File: src/hdl/bsm_pkg.sv
// bsm_pkg: shared types and constants of the bank switching mapper
// command codes, register write decode, config register indexes, reset values
// used by bsm_bank_map and bank_switch_mapper_scanline_irq_core
package bsm_pkg;

	localparam int BANK_W        = 8;
	localparam int NUM_BANK_REGS = 8;
	localparam int BANK_SEL_W    = $clog2(NUM_BANK_REGS);
	localparam int ADDR_W        = 16;
	localparam int CMD_W         = 2;
	localparam int CFG_IDX_W     = 2;

	typedef enum logic [CMD_W-1:0] {
		CMD_WRITE = 2'd0,
		CMD_TICK  = 2'd1,
		CMD_CPU   = 2'd2,
		CMD_PPU   = 2'd3
	} cmd_t;

	// bus register decode, address anded with the mask
	localparam logic [ADDR_W-1:0] REG_DECODE_MASK = 16'hE001;
	localparam logic [ADDR_W-1:0] REG_BANK_SELECT = 16'h8000;
	localparam logic [ADDR_W-1:0] REG_BANK_DATA   = 16'h8001;
	localparam logic [ADDR_W-1:0] REG_MIRROR      = 16'hA000;
	localparam logic [ADDR_W-1:0] REG_SRAM_CTRL   = 16'hA001;
	localparam logic [ADDR_W-1:0] REG_IRQ_COUNT   = 16'hC000;
	localparam logic [ADDR_W-1:0] REG_IRQ_RELOAD  = 16'hC001;
	localparam logic [ADDR_W-1:0] REG_IRQ_DISABLE = 16'hE000;
	localparam logic [ADDR_W-1:0] REG_IRQ_ENABLE  = 16'hE001;

	// bit positions inside written bytes
	localparam int MODE_PRG_SWAP_BIT = 6;
	localparam int MODE_CHR_SWAP_BIT = 7;
	localparam int SRAM_EN_BIT       = 7;
	localparam int SRAM_RO_BIT       = 6;

	// configuration register indexes
	localparam logic [CFG_IDX_W-1:0] CFG_LAST_PRG_BANK   = 2'd0;
	localparam logic [CFG_IDX_W-1:0] CFG_FIXED_MIRRORING = 2'd1;

	localparam logic [BANK_W-1:0] LAST_PRG_BANK_RST = 8'd31;
	localparam logic [BANK_W-1:0] BANK7_RST         = 8'd1;

	typedef logic [NUM_BANK_REGS-1:0][BANK_W-1:0] bank_regs_t;

	// mode and cartridge settings seen by the address lookup
	typedef struct packed {
		logic              prg_swap;
		logic              chr_swap;
		logic [BANK_W-1:0] last_prg;
	} map_ctl_t;

endpackage

File: src/hdl/bsm_bank_map.sv
// bsm_bank_map: cpu 8k program bank and ppu 1k character bank lookup
// purely combinational, reads the bank registers and mode from the core
// depends on bsm_pkg
module bsm_bank_map import bsm_pkg::*; (
	input  cmd_t              cmd,
	input  logic [ADDR_W-1:0] address,
	input  bank_regs_t        bank_regs,
	input  map_ctl_t          ctl,
	output logic [BANK_W-1:0] bank
);

	logic [BANK_W-1:0]     second_last;
	logic [BANK_W-1:0]     cpu_bank;
	logic [BANK_W-1:0]     ppu_bank;
	logic [BANK_W-1:0]     chr_2k;
	logic                  a12;
	logic [BANK_SEL_W-1:0] chr_1k_sel;

	assign second_last = ctl.last_prg - BANK_W'(1);

	always_comb begin
		cpu_bank = '0;
		if (address[15]) begin
			case (address[14:13])
				2'd0:    cpu_bank = ctl.prg_swap ? second_last : bank_regs[6];
				2'd1:    cpu_bank = bank_regs[7];
				2'd2:    cpu_bank = ctl.prg_swap ? bank_regs[6] : second_last;
				default: cpu_bank = ctl.last_prg;
			endcase
		end
	end

	// chr halves swap by flipping address bit 12
	assign a12        = address[12] ^ ctl.chr_swap;
	assign chr_2k     = bank_regs[{{(BANK_SEL_W-1){1'b0}}, address[11]}];
	assign chr_1k_sel = BANK_SEL_W'(2) + BANK_SEL_W'(address[11:10]);

	always_comb begin
		ppu_bank = '0;
		if (address[15:13] == 3'd0) begin
			if (!a12) begin
				ppu_bank = {chr_2k[BANK_W-1:1], address[10]};
			end else begin
				ppu_bank = bank_regs[chr_1k_sel];
			end
		end
	end

	always_comb begin
		case (cmd)
			CMD_CPU: bank = cpu_bank;
			CMD_PPU: bank = ppu_bank;
			default: bank = '0;
		endcase
	end

endmodule

File: src/hdl/bank_switch_mapper_scanline_irq_core.sv
// bank_switch_mapper_scanline_irq_core: bank switching mapper with scanline irq counter
// holds mapper state, irq counter and config; lookups done in bsm_bank_map
// depends on bsm_pkg and bsm_bank_map
//
//  channel | signals                                        | handshake
//  --------+------------------------------------------------+----------------------
//  in      | command address write_data render_on           | in_valid / in_stall
//  out     | mapped_bank irq_request mirror_horizontal       | out_valid / out_stall
//          | sram_enabled sram_read_only                     |
//  cfg     | cfg_index cfg_data                              | cfg_valid / cfg_ready
//
// one beat per cycle while out is not stalled; each item goes input register -> output register
// mapper state updates as the item leaves the input register, so the next item sees it
// reset returns all mapper state and config to power-on values, no clearing pass
// in_stall rises only when both the input and output registers hold a beat and out is stalled
module bank_switch_mapper_scanline_irq_core import bsm_pkg::*; (
	input  logic                 clk,
	input  logic                 arst_n,
	input  logic                 in_valid,
	output logic                 in_stall,
	input  logic [CMD_W-1:0]     command,
	input  logic [ADDR_W-1:0]    address,
	input  logic [BANK_W-1:0]    write_data,
	input  logic                 render_on,
	output logic                 out_valid,
	input  logic                 out_stall,
	output logic [BANK_W-1:0]    mapped_bank,
	output logic                 irq_request,
	output logic                 mirror_horizontal,
	output logic                 sram_enabled,
	output logic                 sram_read_only,
	input  logic                 cfg_valid,
	output logic                 cfg_ready,
	input  logic [CFG_IDX_W-1:0] cfg_index,
	input  logic [BANK_W-1:0]    cfg_data
);

	// input register
	logic              valid_s1;
	cmd_t              cmd_s1;
	logic [ADDR_W-1:0] address_s1;
	logic [BANK_W-1:0] data_s1;
	logic              render_s1;

	// mapper state
	bank_regs_t            bank_regs_q;
	logic [BANK_SEL_W-1:0] bank_sel_q;
	logic                  prg_swap_q;
	logic                  chr_swap_q;
	logic                  mirror_q;
	logic                  sram_en_q;
	logic                  sram_ro_q;
	logic [BANK_W-1:0]     irq_count_q;
	logic [BANK_W-1:0]     irq_reload_q;
	logic                  irq_en_q;
	logic [BANK_W-1:0]     last_prg_q;
	logic                  fixed_mir_q;

	// output register
	logic              out_valid_q;
	logic [BANK_W-1:0] bank_q;
	logic              irq_q;
	logic              mirror_out_q;
	logic              sram_en_out_q;
	logic              sram_ro_out_q;

	logic              advance;
	logic              fire_s1;
	logic              in_fire;
	logic [ADDR_W-1:0] reg_addr;
	logic              is_write;
	logic              is_tick;
	logic              irq_next;
	logic              mirror_next;
	logic              sram_en_next;
	logic              sram_ro_next;
	logic [BANK_W-1:0] lookup_bank;
	map_ctl_t          map_ctl;

	assign advance   = !out_valid_q || !out_stall;
	assign fire_s1   = valid_s1 && advance;
	assign in_stall  = valid_s1 && !advance;
	assign in_fire   = in_valid && !in_stall;
	assign cfg_ready = 1'b1;

	assign reg_addr = address_s1 & REG_DECODE_MASK;
	assign is_write = (cmd_s1 == CMD_WRITE);
	assign is_tick  = (cmd_s1 == CMD_TICK);

	always_ff @(posedge clk or negedge arst_n) begin
		if (!arst_n) begin
			valid_s1 <= 1'b0;
		end else if (in_fire) begin
			valid_s1 <= 1'b1;
		end else if (advance) begin
			valid_s1 <= 1'b0;
		end
	end

	always_ff @(posedge clk) begin
		if (in_fire) begin
			cmd_s1     <= cmd_t'(command);
			address_s1 <= address;
			data_s1    <= write_data;
			render_s1  <= render_on;
		end
	end

	// status after the item
	always_comb begin
		mirror_next  = mirror_q;
		sram_en_next = sram_en_q;
		sram_ro_next = sram_ro_q;
		if (is_write && reg_addr == REG_MIRROR) begin
			mirror_next = data_s1[0];
		end
		if (is_write && reg_addr == REG_SRAM_CTRL) begin
			sram_en_next = data_s1[SRAM_EN_BIT];
			sram_ro_next = data_s1[SRAM_RO_BIT];
		end
	end

	assign irq_next = is_tick && (irq_count_q == '0) && irq_en_q && render_s1
		&& (irq_reload_q != '0);

	always_ff @(posedge clk or negedge arst_n) begin
		if (!arst_n) begin
			// entry seven resets to one, the rest to zero
			bank_regs_q  <= {BANK7_RST, {((NUM_BANK_REGS-1)*BANK_W){1'b0}}};
			bank_sel_q   <= '0;
			prg_swap_q   <= 1'b0;
			chr_swap_q   <= 1'b0;
			mirror_q     <= 1'b1;
			sram_en_q    <= 1'b0;
			sram_ro_q    <= 1'b0;
			irq_count_q  <= '0;
			irq_reload_q <= '0;
			irq_en_q     <= 1'b0;
		end else if (fire_s1) begin
			mirror_q  <= mirror_next;
			sram_en_q <= sram_en_next;
			sram_ro_q <= sram_ro_next;
			if (is_write) begin
				unique case (reg_addr)
					REG_BANK_SELECT: begin
						bank_sel_q <= data_s1[BANK_SEL_W-1:0];
						prg_swap_q <= data_s1[MODE_PRG_SWAP_BIT];
						chr_swap_q <= data_s1[MODE_CHR_SWAP_BIT];
					end
					REG_BANK_DATA:   bank_regs_q[bank_sel_q] <= data_s1;
					REG_IRQ_COUNT:   irq_count_q <= data_s1;
					REG_IRQ_RELOAD:  irq_reload_q <= data_s1;
					REG_IRQ_DISABLE: irq_en_q <= 1'b0;
					REG_IRQ_ENABLE:  irq_en_q <= 1'b1;
					default: ;
				endcase
			end else if (is_tick) begin
				if (irq_count_q == '0) begin
					irq_count_q <= irq_reload_q;
				end else begin
					irq_count_q <= irq_count_q - BANK_W'(1);
				end
			end
		end
	end

	always_ff @(posedge clk or negedge arst_n) begin
		if (!arst_n) begin
			last_prg_q  <= LAST_PRG_BANK_RST;
			fixed_mir_q <= 1'b0;
		end else if (cfg_valid && cfg_ready) begin
			unique case (cfg_index)
				CFG_LAST_PRG_BANK:   last_prg_q <= cfg_data;
				CFG_FIXED_MIRRORING: fixed_mir_q <= cfg_data[0];
				default: ;
			endcase
		end
	end

	assign map_ctl = '{prg_swap: prg_swap_q, chr_swap: chr_swap_q, last_prg: last_prg_q};

	bsm_bank_map u_bank_map (
		.cmd       (cmd_s1),
		.address   (address_s1),
		.bank_regs (bank_regs_q),
		.ctl       (map_ctl),
		.bank      (lookup_bank)
	);

	always_ff @(posedge clk or negedge arst_n) begin
		if (!arst_n) begin
			out_valid_q <= 1'b0;
		end else if (advance) begin
			out_valid_q <= valid_s1;
		end
	end

	always_ff @(posedge clk) begin
		if (fire_s1) begin
			bank_q        <= lookup_bank;
			irq_q         <= irq_next;
			mirror_out_q  <= mirror_next && !fixed_mir_q;
			sram_en_out_q <= sram_en_next;
			sram_ro_out_q <= sram_ro_next;
		end
	end

	assign out_valid         = out_valid_q;
	assign mapped_bank       = bank_q;
	assign irq_request       = irq_q;
	assign mirror_horizontal = mirror_out_q;
	assign sram_enabled      = sram_en_out_q;
	assign sram_read_only    = sram_ro_out_q;

`ifndef SYNTHESIS
	// input side only backs up behind a full, stalled output register
	a_stall_only_when_full: assert property (@(posedge clk) disable iff (!arst_n)
		in_stall |-> (valid_s1 && out_valid_q && out_stall))
		else $error("in_stall without a full pipeline");

	// an irq is only raised from an expired counter with a nonzero reload
	a_irq_from_zero: assert property (@(posedge clk) disable iff (!arst_n)
		(fire_s1 && irq_next) |-> (irq_count_q == '0 && irq_reload_q != '0 && irq_en_q))
		else $error("irq raised with counter not expired");

	// a tick on a running counter steps it down by one
	a_tick_decrements: assert property (@(posedge clk) disable iff (!arst_n)
		(fire_s1 && is_tick && irq_count_q != '0)
		|=> (irq_count_q == $past(irq_count_q) - BANK_W'(1)))
		else $error("irq counter did not decrement");
`endif

endmodule

File: config.mk
export PLATFORM = sky130hd
export DESIGN_NAME = bank_switch_mapper_scanline_irq_core
export DESIGN_NICKNAME = d
export VERILOG_FILES = /design/src/hdl/bsm_pkg.sv /design/src/hdl/bsm_bank_map.sv /design/src/hdl/bank_switch_mapper_scanline_irq_core.sv
export SDC_FILE = /design/constraint.sdc
export NUM_CORES = 1
export LEC_CHECK = 0
export ABC_AREA = 1
export BUFFER_PORTS_ARGS = -buffer_cell sky130_fd_sc_hd__buf_2
export CORE_MARGIN = 2
export CORE_UTILIZATION = 50
export CTS_CLUSTER_DIAMETER = 200
export DETAILED_ROUTE_END_ITERATION = 12
export GPL_TIMING_DRIVEN = 0
export PLACE_DENSITY = 0.79
export SLEW_MARGIN = 10
export SYNTH_ARGS = -nofsm -noshare
export SYNTH_HDL_FRONTEND = slang
export SYNTH_HIERARCHICAL = 1
export SYNTH_SLANG_ARGS = --single-unit
File: constraint.sdc
create_clock -name clk -period 2 [get_ports clk]
set_input_delay 0.3 -clock clk [delete_from_list [all_inputs] [get_ports clk]]
set_output_delay 0.3 -clock clk [all_outputs]
set_load 0.005 [all_outputs]
==> report_table.html <==
<table>
<tr><th>Metric</th><th>Value</th></tr>
<tr><th colspan="2">Timing</th></tr>
<tr><td>Final setup skew</td><td>8.34 ps</td></tr>
<tr><td>Count of pins over their slew limit</td><td>0</td></tr>
<tr><td>Setup repair after global routing missed its margin</td><td>false</td></tr>
<tr><td>Final hold slack</td><td>48.1 ps</td></tr>
<tr><td>Relative slew slack</td><td>43.8%</td></tr>
<tr><td>Least setup slack across all paths after layout</td><td>169 ps</td></tr>
<tr><td>Tightest Pin Transition</td><td>842 ps</td></tr>
<tr><td>Number of setup violations in the final report</td><td>0</td></tr>
<tr><td>Maximum clock rate</td><td>546 MHz</td></tr>
<tr><td>Clock period minus final worst setup slack</td><td>1830 ps</td></tr>
<tr><td>Hold Vio Cnt, Final</td><td>0</td></tr>
<tr><td>Post-route clock period utilization</td><td>91.6%</td></tr>
<tr><td>Setup TNS</td><td>0 ps</td></tr>
<tr><th colspan="2">Global routing</th></tr>
<tr><td>Global-route wire length before repair</td><td>23900 um</td></tr>
<tr><td>Pin count of the biggest net entering global routing</td><td>65</td></tr>
<tr><td>Total grt overflow</td><td>0</td></tr>
<tr><td>Number of global-route vias before repair</td><td>4886</td></tr>
<tr><td>Antenna violations before repair</td><td>0</td></tr>
<tr><td>Combined global-route utilization of all metal layers</td><td>23.7%</td></tr>
<tr><th colspan="2">Floorplan</th></tr>
<tr><td>Starting density of the core</td><td>51.4%</td></tr>
<tr><td>Floorplan die area</td><td>13300 um^2</td></tr>
<tr><td>Placeable core area</td><td>12000 um^2</td></tr>
<tr><td>I/O Pins</td><td>57</td></tr>
<tr><td>Number of standard-cell rows in the floorplan</td><td>40</td></tr>
<tr><td>Die width</td><td>115 um</td></tr>
<tr><td>Vertical extent of the die</td><td>115 um</td></tr>
<tr><th colspan="2">Clock network</th></tr>
<tr><td>Maximum clock path buffer count</td><td>2</td></tr>
<tr><td>Cell chosen for the clock root</td><td>clkbuf_16</td></tr>
<tr><td>TritonCTS sink count</td><td>128</td></tr>
<tr><td>CTS Buf Count</td><td>17</td></tr>
<tr><td>Clock insertion delay at the later pin of the skew report</td><td>420 ps</td></tr>
<tr><td>Number of H-tree levels</td><td>4</td></tr>
<tr><td>TritonCTS clock tree</td><td>built</td></tr>
<tr><td>Clk pin slew, worst setup/hold paths</td><td>60 ps</td></tr>
<tr><th colspan="2">Power and ir drop</th></tr>
<tr><td>Cell area power density</td><td>1010 nW/um^2</td></tr>
<tr><td>Leakage power of the design</td><td>3.43 nW</td></tr>
<tr><td>Highest ir drop seen on vdd</td><td>686 uV</td></tr>
<tr><th colspan="2">Critical path</th></tr>
<tr><td>Endpoint class of the critical path</td><td>register</td></tr>
<tr><td>Worst setup SP type</td><td>register</td></tr>
<tr><td>CP Data Required Time</td><td>2280 ps</td></tr>
<tr><td>Critical-path maximum fanout</td><td>10</td></tr>
<tr><td>Critical setup path kind</td><td>register to register</td></tr>
<tr><td>Arrival time worst endpoint</td><td>2110 ps</td></tr>
<tr><th colspan="2">Finish</th></tr>
<tr><td>Layout cell share with drive strength beyond 1</td><td>20.2%</td></tr>
<tr><td>Number of fill cells in the layout</td><td>1013</td></tr>
<tr><td>Area taken by multi-input logic gates</td><td>2420 um^2</td></tr>
<tr><td>Seq. cell area</td><td>3360 um^2</td></tr>
<tr><td>P&amp;R area growth vs syn</td><td>16.6%</td></tr>
<tr><td>Final instance area</td><td>7210 um^2</td></tr>
<tr><td>Inserted Diodes</td><td>0</td></tr>
<tr><td>Net count, final</td><td>799</td></tr>
<tr><td>Post-route insts no fill</td><td>914</td></tr>
<tr><th colspan="2">Placed design</th></tr>
<tr><td>Cell count after placement</td><td>877</td></tr>
<tr><td>Pre-CTS worst setup slack</td><td>18.1 ps</td></tr>
<tr><td>Post-placement cell area</td><td>6620 um^2</td></tr>
<tr><td>Routability Congestion</td><td>0.873</td></tr>
<tr><td>Port Buffers</td><td>46</td></tr>
<tr><td>DPL Wire Length</td><td>9970 um</td></tr>
<tr><th colspan="2">Routing</th></tr>
<tr><td>Number of nets with antenna violations after routing</td><td>0</td></tr>
<tr><td>Wire length reported by the detailed router</td><td>14600 um</td></tr>
<tr><td>First-pass DRT Iterations</td><td>5</td></tr>
<tr><td>Via count of the routed design</td><td>5016</td></tr>
<tr><td>Initial drt markers</td><td>502</td></tr>
<tr><td>Wirelength per Cell</td><td>16.0 um</td></tr>
<tr><td>Routed vias/inst</td><td>5.49</td></tr>
<tr><td>DRC errors left</td><td>0</td></tr>
<tr><th colspan="2">Flow run</th></tr>
<tr><td>Reported max-cap violation count</td><td>0</td></tr>
<tr><th colspan="2">Run status</th></tr>
<tr><td>Result of the run</td><td>finished, final reports clean</td></tr>
<tr><th colspan="2">Yosys</th></tr>
<tr><td>Synthesized area per cell</td><td>9.04 um^2</td></tr>
<tr><td>Count of synthesis-stage warnings from yosys</td><td>6</td></tr>
<tr><td>Cell Area, Synth</td><td>6180 um^2</td></tr>
<tr><td>Post-Synthesis Cells</td><td>683</td></tr>
<tr><td>Net count after synthesis</td><td>728</td></tr>
<tr><th colspan="2">Hold path</th></tr>
<tr><td>Hold WC Path Type</td><td>input pin to register</td></tr>
</table>
==> through the flow <==
step	util, %	power [mW]
floorplan	-	4.03
global placement	54.9	4.34
detailed placement	55.1	4.41
CTS	59.7	7.26
global route	60.0	7.63
finish	60.0	7.26
==> per-layer routing <==
metal  vias to the layer above  track usage, %  part of all wire, %
met4                         0            14.1                  3.3
met3                        29            5.17                  5.9
li1                       2415               -                    -
met5                         -               0                    0
met2                       183            37.4                   48
met1                      2389            30.3                   43
==> flip-flops by register name, indices dropped and copies added (netlist names), 2 cells and up <==
register      flops
mapped_bank       8
bank_sel_q        3
data_s1           8
address_s1        7
irq_reload_q      8
last_prg_q        8
cmd_s1            2
irq_count_q       8
bank_regs_q      62
==> layout by cell type (no fill, tap or decap), types with 5 or more instances in the layout <==
master	count
buf_6	8
clkbuf_1	8
nand3_1	27
o22ai_1	6
o21ai_2	16
dfrtp_1	91
inv_1	51
o21ai_1	50
clkbuf_16	17
buf_2	56
o21ai_0	52
nand2_4	9
edfxtp_1	30
a21oi_1	28
mux2_2	7
dfstp_2	7
nand4_1	10
nor2_1	55
o211ai_1	5
buf_4	6
a31oi_1	6
nand2_1	173
==> critical path, cell delays in order (launching register included) <==
cell and delay, ps:
edfxtp_1 510, nor2_2 200, inv_2 80, nor2_8 140
nand3_4 140, nor2_8 190, nand2_4 120, buf_6 180
nand2_1 70, o21ai_2 50
==> area by class of cell <==
type	count	share of cell area [%]
flip-flops and latches	128	46.7
well taps	147	2.55
inverters	58	3.11
plain buffers	26	2.43
clock buffers	20	6.20
repair buffers	52	4.17
multi-input cells	471	33.6
clock inverters	12	1.30
==> path summary, 6_finish.rpt <==
| check | from | end | slack [ps] | cells past startpoint |
|---|---|---|---|---|
| worst max-delay path | cmd_s1[0] | bank_regs_q[39] | 170 | 9 |
| worst min-delay path | write_data[3] | data_s1[3] | 50 | 1 |
| worst max register to register | cmd_s1[0] | bank_regs_q[39] | 170 | 9 |
| worst min register to register | bank_regs_q[56] | bank_regs_q[56] | 470 | 2 |
| max in group asynchronous | arst_n | bank_regs_q[56] | 910 | 3 |
| min in group asynchronous | arst_n | fixed_mir_q | 390 | 2 |
==> where the power goes <==
group / internal [mW] / leakage [nW] / total, mW / switching (mW)
Clock: 1.72 / 0.262 / 2.83 / 1.12
Combinational: 0.435 / 1.58 / 1.20 / 0.762
Sequential: 2.99 / 1.59 / 3.23 / 0.236
Total: 5.14 / 3.43 / 7.26 / 2.11
==> timing repair <==
action,in CTS,in global routing
hold buffers,1,0
hold endpoints to repair,28,0
endpoints found under the setup margin,0,8
gates resized for setup,0,1
setup buffers,0,4
Note: power is estimated with default switching activity, not from simulation.
